$ cat src/hw/rtl/epm_pkg.sv
package epm_pkg;

	localparam int PATTERN_MAX   = 64;
	localparam int POSITION_BITS = 16;
	localparam int LEN_BITS      = $clog2(PATTERN_MAX + 1);
	localparam int CHAR_BITS     = 8;
	localparam int KIND_BITS     = 2;
	localparam int START_BITS    = 16;

	localparam logic [CHAR_BITS-1:0]     SEPARATOR = 8'h24;
	localparam logic [POSITION_BITS-1:0] POS_ALL_ONES = '1;

	typedef enum logic [KIND_BITS-1:0] {
		KIND_PATTERN = 2'd0,
		KIND_TEXT    = 2'd1,
		KIND_RESTART = 2'd2
	} epm_kind_t;

	typedef logic [PATTERN_MAX-1:0][CHAR_BITS-1:0] epm_bytes_t;

	// state update strobes from the top level to the pattern and window units
	typedef struct packed {
		logic                 pattern_push;
		logic                 text_push;
		logic                 restart;
		logic [CHAR_BITS-1:0] ch;
	} epm_ctl_t;

endpackage

$ cat src/hw/rtl/epm_in_if.sv
interface epm_in_if;
	logic                              valid;
	logic                              ready;
	logic [epm_pkg::KIND_BITS-1:0]     kind;
	logic [epm_pkg::CHAR_BITS-1:0]     char_value;

	modport source (output valid, output kind, output char_value, input ready);
	modport sink (input valid, input kind, input char_value, output ready);
endinterface

$ cat src/hw/rtl/epm_out_if.sv
interface epm_out_if;
	logic                              valid;
	logic                              ready;
	logic [epm_pkg::START_BITS-1:0]    match_start;
	logic                              position_overflow;

	modport source (output valid, output match_start, output position_overflow, input ready);
	modport sink (input valid, input match_start, input position_overflow, output ready);
endinterface

$ cat src/hw/rtl/epm_pattern.sv
module epm_pattern (
	input  logic                          clk,
	input  logic                          arst_n,
	input  epm_pkg::epm_ctl_t             ctl,
	output epm_pkg::epm_bytes_t           pat,
	output logic [epm_pkg::PATTERN_MAX-1:0] mask,
	output logic [epm_pkg::LEN_BITS-1:0]  len
);

	// pattern kept newest byte first, so entry j lines up with window entry j
	epm_pkg::epm_bytes_t                 pat_q;
	logic [epm_pkg::PATTERN_MAX-1:0]     mask_q;
	logic [epm_pkg::LEN_BITS-1:0]        len_q;
	logic                                room;

	assign room = len_q < epm_pkg::LEN_BITS'(epm_pkg::PATTERN_MAX);

	always_ff @(posedge clk or negedge arst_n) begin
		if (!arst_n) begin
			len_q  <= '0;
			mask_q <= '0;
		end else if (ctl.restart) begin
			len_q  <= '0;
			mask_q <= '0;
		end else if (ctl.pattern_push && room) begin
			len_q  <= len_q + 1'b1;
			mask_q <= {mask_q[epm_pkg::PATTERN_MAX-2:0], 1'b1};
		end
	end

	always_ff @(posedge clk) begin
		if (ctl.pattern_push && room) begin
			pat_q <= {pat_q[epm_pkg::PATTERN_MAX-2:0], ctl.ch};
		end
	end

	assign pat  = pat_q;
	assign mask = mask_q;
	assign len  = len_q;

endmodule

$ cat src/hw/rtl/epm_window.sv
module epm_window (
	input  logic                            clk,
	input  logic                            arst_n,
	input  epm_pkg::epm_ctl_t               ctl,
	input  epm_pkg::epm_bytes_t             pat,
	input  logic [epm_pkg::PATTERN_MAX-1:0] mask,
	output logic                            hit
);

	epm_pkg::epm_bytes_t             win_q;
	epm_pkg::epm_bytes_t             win_next;
	logic [epm_pkg::PATTERN_MAX-1:0] ok;

	// compare runs on the window with the incoming text byte already in place
	assign win_next = {win_q[epm_pkg::PATTERN_MAX-2:0], ctl.ch};

	always_comb begin
		for (int j = 0; j < epm_pkg::PATTERN_MAX; j++) begin
			ok[j] = !mask[j] ||
				(pat[j] == win_next[j] && pat[j] != epm_pkg::SEPARATOR &&
				 win_next[j] != epm_pkg::SEPARATOR);
		end
	end

	assign hit = &ok;

	always_ff @(posedge clk or negedge arst_n) begin
		if (!arst_n) begin
			win_q <= '0;
		end else if (ctl.restart) begin
			win_q <= '0;
		end else if (ctl.text_push) begin
			win_q <= win_next;
		end
	end

endmodule

$ cat src/hw/rtl/exact_pattern_matcher.sv
// Streaming exact string matcher. Send pattern bytes (kind 0), then text bytes
// (kind 1); a restart (kind 2) clears the pattern, text offset and window. For
// each text byte that completes an occurrence of the pattern, one result gives
// the zero-based start offset of that occurrence, so starts leave in ascending
// order; an empty pattern reports every text offset, else a '$' byte never matches.
// Pattern bytes past 64 are dropped. The offset counter saturates at all ones
// and then sets position_overflow, with match_start held at all ones until a
// restart. One request is taken per clock while the result side keeps up: a
// request is held in the input register, the 64-byte window compare sits
// between that register and the result register, and a result held back by
// the receiver holds the request in the input register.
module exact_pattern_matcher (
	input  logic      clk,
	input  logic      arst_n,
	epm_in_if.sink    in,
	epm_out_if.source out
);

	localparam int PB = epm_pkg::POSITION_BITS;

	logic                               valid_s1;
	logic [epm_pkg::KIND_BITS-1:0]      kind_s1;
	logic [epm_pkg::CHAR_BITS-1:0]      char_s1;

	logic                               out_valid_q;
	logic [epm_pkg::START_BITS-1:0]     match_start_q;
	logic                               overflow_out_q;

	logic [PB-1:0]                      pos_q;
	logic                               ovf_q;

	logic                               advance;
	logic                               fire;
	epm_pkg::epm_ctl_t                  ctl;
	epm_pkg::epm_bytes_t                pat;
	logic [epm_pkg::PATTERN_MAX-1:0]    mask;
	logic [epm_pkg::LEN_BITS-1:0]       len;
	logic                               win_hit;

	logic                               ovf_next;
	logic [PB-1:0]                      pos_next;
	logic [PB:0]                        end_count;
	logic [PB:0]                        start_wide;
	logic [PB-1:0]                      start;
	logic                               hit;

	assign advance  = !out_valid_q || out.ready;
	assign fire     = valid_s1 && advance;
	assign in.ready = !valid_s1 || advance;

	always_ff @(posedge clk or negedge arst_n) begin
		if (!arst_n) begin
			valid_s1 <= 1'b0;
		end else if (in.valid && in.ready) begin
			valid_s1 <= 1'b1;
		end else if (advance) begin
			valid_s1 <= 1'b0;
		end
	end

	always_ff @(posedge clk) begin
		if (in.valid && in.ready) begin
			kind_s1 <= in.kind;
			char_s1 <= in.char_value;
		end
	end

	always_comb begin
		ctl              = '0;
		ctl.ch           = char_s1;
		unique case (epm_pkg::epm_kind_t'(kind_s1))
			epm_pkg::KIND_PATTERN: ctl.pattern_push = fire;
			epm_pkg::KIND_TEXT:    ctl.text_push    = fire;
			epm_pkg::KIND_RESTART: ctl.restart      = fire;
			default:               ctl              = '{default: '0};
		endcase
	end

	epm_pattern u_pattern (
		.clk    (clk),
		.arst_n (arst_n),
		.ctl    (ctl),
		.pat    (pat),
		.mask   (mask),
		.len    (len)
	);

	epm_window u_window (
		.clk    (clk),
		.arst_n (arst_n),
		.ctl    (ctl),
		.pat    (pat),
		.mask   (mask),
		.hit    (win_hit)
	);

	// offset bookkeeping for the text byte in the input register
	assign ovf_next   = ovf_q || (pos_q == epm_pkg::POS_ALL_ONES);
	assign pos_next   = ovf_next ? epm_pkg::POS_ALL_ONES : pos_q + 1'b1;
	assign end_count  = {1'b0, pos_q} + 1'b1;
	assign start_wide = end_count - (PB + 1)'(len);

	always_comb begin
		if (ovf_next) begin
			start = epm_pkg::POS_ALL_ONES;
		end else if (len == '0) begin
			start = pos_q;
		end else begin
			start = start_wide[PB-1:0];
		end
	end

	assign hit = (len == '0) ||
		((ovf_next || end_count >= (PB + 1)'(len)) && win_hit);

	always_ff @(posedge clk or negedge arst_n) begin
		if (!arst_n) begin
			pos_q <= '0;
			ovf_q <= 1'b0;
		end else if (ctl.restart) begin
			pos_q <= '0;
			ovf_q <= 1'b0;
		end else if (ctl.text_push) begin
			pos_q <= pos_next;
			ovf_q <= ovf_next;
		end
	end

	always_ff @(posedge clk or negedge arst_n) begin
		if (!arst_n) begin
			out_valid_q <= 1'b0;
		end else if (advance) begin
			out_valid_q <= ctl.text_push && hit;
		end
	end

	always_ff @(posedge clk) begin
		if (ctl.text_push && hit) begin
			match_start_q  <= epm_pkg::START_BITS'(start);
			overflow_out_q <= ovf_next;
		end
	end

	assign out.valid             = out_valid_q;
	assign out.match_start       = match_start_q;
	assign out.position_overflow = overflow_out_q;

	a_ovf_start_saturated: assert property (@(posedge clk) disable iff (!arst_n)
		out.valid && out.position_overflow |->
			out.match_start == epm_pkg::START_BITS'(epm_pkg::POS_ALL_ONES))
		else $error("overflowed result without saturated start");

	a_restart_clears: assert property (@(posedge clk) disable iff (!arst_n)
		ctl.restart |=> pos_q == '0 && !ovf_q && len == '0)
		else $error("restart left offset or pattern state");

	a_stall_only_when_full: assert property (@(posedge clk) disable iff (!arst_n)
		!in.ready |-> valid_s1 && out_valid_q && !out.ready)
		else $error("input stalled without a blocked result");

	a_len_bound: assert property (@(posedge clk) disable iff (!arst_n)
		len <= epm_pkg::LEN_BITS'(epm_pkg::PATTERN_MAX))
		else $error("pattern length past capacity");

endmodule

$ cat src/flat_wrapper.sv
// flat-port wrapper written by rule: the top's interface ports become plain ports
module exact_pattern_matcher_flat 
  (clk, arst_n, in_valid, in_kind, in_char_value, in_ready, out_valid, out_match_start, out_position_overflow, out_ready);
  epm_in_if in_i ();
  epm_out_if out_i ();
  input  logic clk;
  input  logic arst_n;
  input wire logic [$bits(in_i.valid)-1:0] in_valid;
  input wire logic [$bits(in_i.kind)-1:0] in_kind;
  input wire logic [$bits(in_i.char_value)-1:0] in_char_value;
  output wire logic [$bits(in_i.ready)-1:0] in_ready;
  output wire logic [$bits(out_i.valid)-1:0] out_valid;
  output wire logic [$bits(out_i.match_start)-1:0] out_match_start;
  output wire logic [$bits(out_i.position_overflow)-1:0] out_position_overflow;
  input wire logic [$bits(out_i.ready)-1:0] out_ready;
  assign in_i.valid = in_valid;
  assign in_i.kind = in_kind;
  assign in_i.char_value = in_char_value;
  assign in_ready = in_i.ready;
  assign out_valid = out_i.valid;
  assign out_match_start = out_i.match_start;
  assign out_position_overflow = out_i.position_overflow;
  assign out_i.ready = out_ready;
  exact_pattern_matcher u_core (.clk(clk), .arst_n(arst_n), .in(in_i), .out(out_i));
endmodule
$ cat config.mk
export PLATFORM = sky130hd
export DESIGN_NAME = exact_pattern_matcher_flat
export DESIGN_NICKNAME = d
export VERILOG_FILES = /design/src/hw/rtl/epm_pkg.sv /design/src/hw/rtl/epm_in_if.sv /design/src/hw/rtl/epm_out_if.sv /design/src/hw/rtl/epm_pattern.sv /design/src/hw/rtl/epm_window.sv /design/src/hw/rtl/exact_pattern_matcher.sv /design/src/flat_wrapper.sv
export SDC_FILE = /design/constraint.sdc
export NUM_CORES = 2
export LEC_CHECK = 0
export BUFFER_PORTS_ARGS = -buffer_cell sky130_fd_sc_hd__buf_2
export CAP_MARGIN = 10
export CORE_MARGIN = 2
export CORE_UTILIZATION = 55
export CTS_CLUSTER_DIAMETER = 120
export DETAILED_ROUTE_END_ITERATION = 8
export MAX_ROUTING_LAYER = met4
export PLACE_DENSITY_LB_ADDON = 0.2
export SETUP_SLACK_MARGIN = 0.3
export SYNTH_ARGS = -nofsm -noshare
export SYNTH_HDL_FRONTEND = slang
export SYNTH_SLANG_ARGS = --single-unit
$ cat constraint.sdc
create_clock -name clk -period 24.7 [get_ports clk]
set_clock_uncertainty 0.1 [all_clocks]
set_input_delay 3.705 -clock clk [delete_from_list [all_inputs] [get_ports clk]]
set_output_delay 3.705 -clock clk [all_outputs]
set_load 0.005 [all_outputs]
==> impl_metrics.csv <==
group,metric,value,unit
status,outcome,"finished clean",
route,dr.pass1.iters,6,
floorplan,start_util,55.37,%
timing,tns,0,ns
global_routing,grt_max_degree,224,
route,drc,0,
synthesis,synth.yosys.warnings,0,
critical_path,arrival,4.27,ns
route,num_vias,29076,
synthesis,ys_ff_latch,1133,
synthesis,synth_top_area_share,34.39,%
run,max_cap_viol_count,0,
critical_path,end_kind,"output port",
route,via_per_inst,6.333,
clock_network,cts_resized,0,
floorplan,core-area,85010,um^2
global_routing,antenna_found_initial,0,
timing,hold-worst-slack,0.3711,ns
timing,period_minus_slack,8.072,ns
floorplan,die_y,296.6,um
synthesis,syn_nets,3343,
clock_network,tritoncts,"done",
synthesis,seq_area_frac_synth,65.96,%
clock_network,insertion_delay,0.70,ns
synthesis,synthFlopType,"dfrtp_1",
critical_path,timing.rr.start,"u_core.out.valid",
timing,worst_pin_slew,1.115,ns
route,detail-route-antenna-nets,0,
global_routing,grt_pass1_wl,167.2,mm
floorplan,fp.dieW,296.6,um
critical_path,path_max_fanout,3,
clock_network,cts_max_level,3,
clock_network,hold_buffers,0,
place,place_area,48350,um^2
synthesis,avgSynthCellArea,14.19,um^2
layout,drive_above_1_share,7.833,%
layout,final_common_cell,"dfrtp_1",
timing,timing.final.max_slew_violations,0,
route,first_iter_violations,2891,
route,wl_per_cell,22.72,um
synthesis,synth-edff-count,539,
hold_path,hp-class,"flip-flop to flip-flop",
clock_network,post-cts-setup-buffers,0,
synthesis,synth_cells,3318,
timing,final-setup-viol-count,0,
pwr,powerDensity,82.43,nW/um^2
critical_path,criticalPathCategory,"input port to output port",
global_routing,grt_pass1_vias,28847,
layout,final_cells,4591,
layout,mostFrequentLayoutCells,"dfrtp_1 (594), a22o_1 (560), edfxtp_1 (539), xnor2_1 (279), xor2_1 (243)",
pwr,power,4.321,mW
floorplan,dieArea,87940,um^2
clock_network,root_buffer,"clkbuf_16",
synthesis,ys_top_cells_by_area,"edfxtp_1 (34%), dfrtp_1 (32%), a22o_1 (10%)",
timing,layout_setup_ws,16.63,ns
place,dp_hpwl,66.63,mm
global_routing,gr-total-overflow,0,
timing,rsz0062_at_grt,"no",
timing,finalHoldViolations,0,
route,wirelength,104.3,mm
critical_path,startpoint_type,"input port",
synthesis,synth.cell_area,47070,um^2
critical_path,required,20.89,ns
layout,nets,3370,
synthesis,synth_top_area_cell,"edfxtp_1",
floorplan,pin_count,33,
place,place_inst,4372,
timing,max_freq,123.9,MHz
pwr,max-vdd-ir-drop,0.07793,mV
place,io_buffers,32,
layout,num_antenna_cells,0,
place,gp_routability_congestion,0.8777,
clock_network,clock-sinks,1133,
floorplan,rows,107,
timing,slew_headroom,25.69,%
layout,utilization,61.65,%
place,post-place-ws,16.56,ns
clock_network,numCtsBuffers,115,
pwr,total_leakage_power,19.91,nW
clock_network,ctsLongestPathBuffers,3,
layout,area_delta_synth_final,11.35,%
layout,fin_area,52410,um^2
synthesis,async_reset_ff_share,52.43,%
hold_path,worstHoldStart,"u_core.u_pattern.pat[14]",
synthesis,ys_types,68,
timing,final.period_utilization,32.68,%
global_routing,grtUsageTotal,24.71,%
clock_network,clkTransAtPathRegs,0.06,ns
critical_path,startpoint,"out_ready",
==> registers in the layout, summed over array words and instances, names as in the netlist <==
| name | cells |
|---|---|
| u_core.out.match_start | 16 |
| u_core.valid_s1 | 1 |
| u_core.ovf_q | 1 |
| u_core.u_pattern.pat | 512 |
| u_core.u_window.win_next | 504 |
| u_core.out.position_overflow | 1 |
| u_core.char_s1 | 8 |
| u_core.pos_q | 16 |
| u_core.u_pattern.len | 7 |
| u_core.kind_s1 | 2 |
| u_core.u_pattern.mask | 64 |
| u_core.out.valid | 1 |
==> cells in the mapped netlist, drive strengths merged, types with 4 or more instances <==
library cell,count
dfrtp,594
inv,23
a21o,6
and2,13
buf,15
nand3,78
o211ai,4
a31oi,11
nor2,42
nor3,13
nor4bb,6
xor2,243
nand4,82
nand2b,6
or3,9
a211oi,5
clkbuf,135
nand2,160
nor4,73
xnor2,279
ha,10
a22o,560
nor4b,228
and3,5
edfxtp,539
a311oi,4
o21ai,92
a21oi,35
==> final cells by class <==
type | instances | area [um^2]
sequential | 1133 | 31050
clock buffer | 155 | 3223
multi-input combinational | 2012 | 15380
tap | 1144 | 1431
clock inverter | 64 | 837.1
inverter | 23 | 86.33
fill | 6216 | 32600
timing repair buffer | 60 | 405.4
==> worst max-delay path, cell delays in order <==
cell and delay [ns]:
buf_2 0.10, nor2b_1 0.19, nand2_1 0.12, buf_2 0.15
==> logic make-up (layout without fill, tap and decap cells) <==
group	count (synthesis)	count (layout)	share of synthesized area [%]
fa+ha+maj	11	11	0.3083
compound gates	746	746	12.75
buf+inv	173	302	1.417
xor+xnor	522	522	9.713
simple gates	731	731	9.806
mux	2	2	0.04519
flops	1133	1133	65.96
==> path summary, 6_finish.rpt <==
check | to | slack, ns | depth (start not counted)
max in group asynchronous | u_core.u_window.win_next[71] | 18.95 | 3
min | u_core.u_pattern.pat[22] | 0.37 | 0
max | in_ready | 16.63 | 4
min reg2reg | u_core.u_pattern.pat[22] | 0.37 | 0
min in group asynchronous | u_core.u_window.win_next[511] | 3.00 | 1
max reg2reg | u_core.u_pattern.pat[422] | 19.83 | 7
==> power breakdown <==
| part | leakage (nW) | total (mW) | internal, mW | switching [mW] |
|---|---|---|---|---|
| registers | 12.8 | 2.13 | 2.06 | 0.0649 |
| logic | 5.08 | 0.356 | 0.118 | 0.238 |
| clock network | 1.99 | 1.84 | 1.11 | 0.733 |
==> layer usage <==
metal	vias to the layer above	part of all wire (%)	GRT usage [%]
met5	-	0	-
met4	0	2.5	6.837
met3	188	5.2	3.295
met2	878	47	37.16
met1	15100	45	35.68
li1	12910	-	-
No activity file was read; power rests on OpenSTA's default activity.
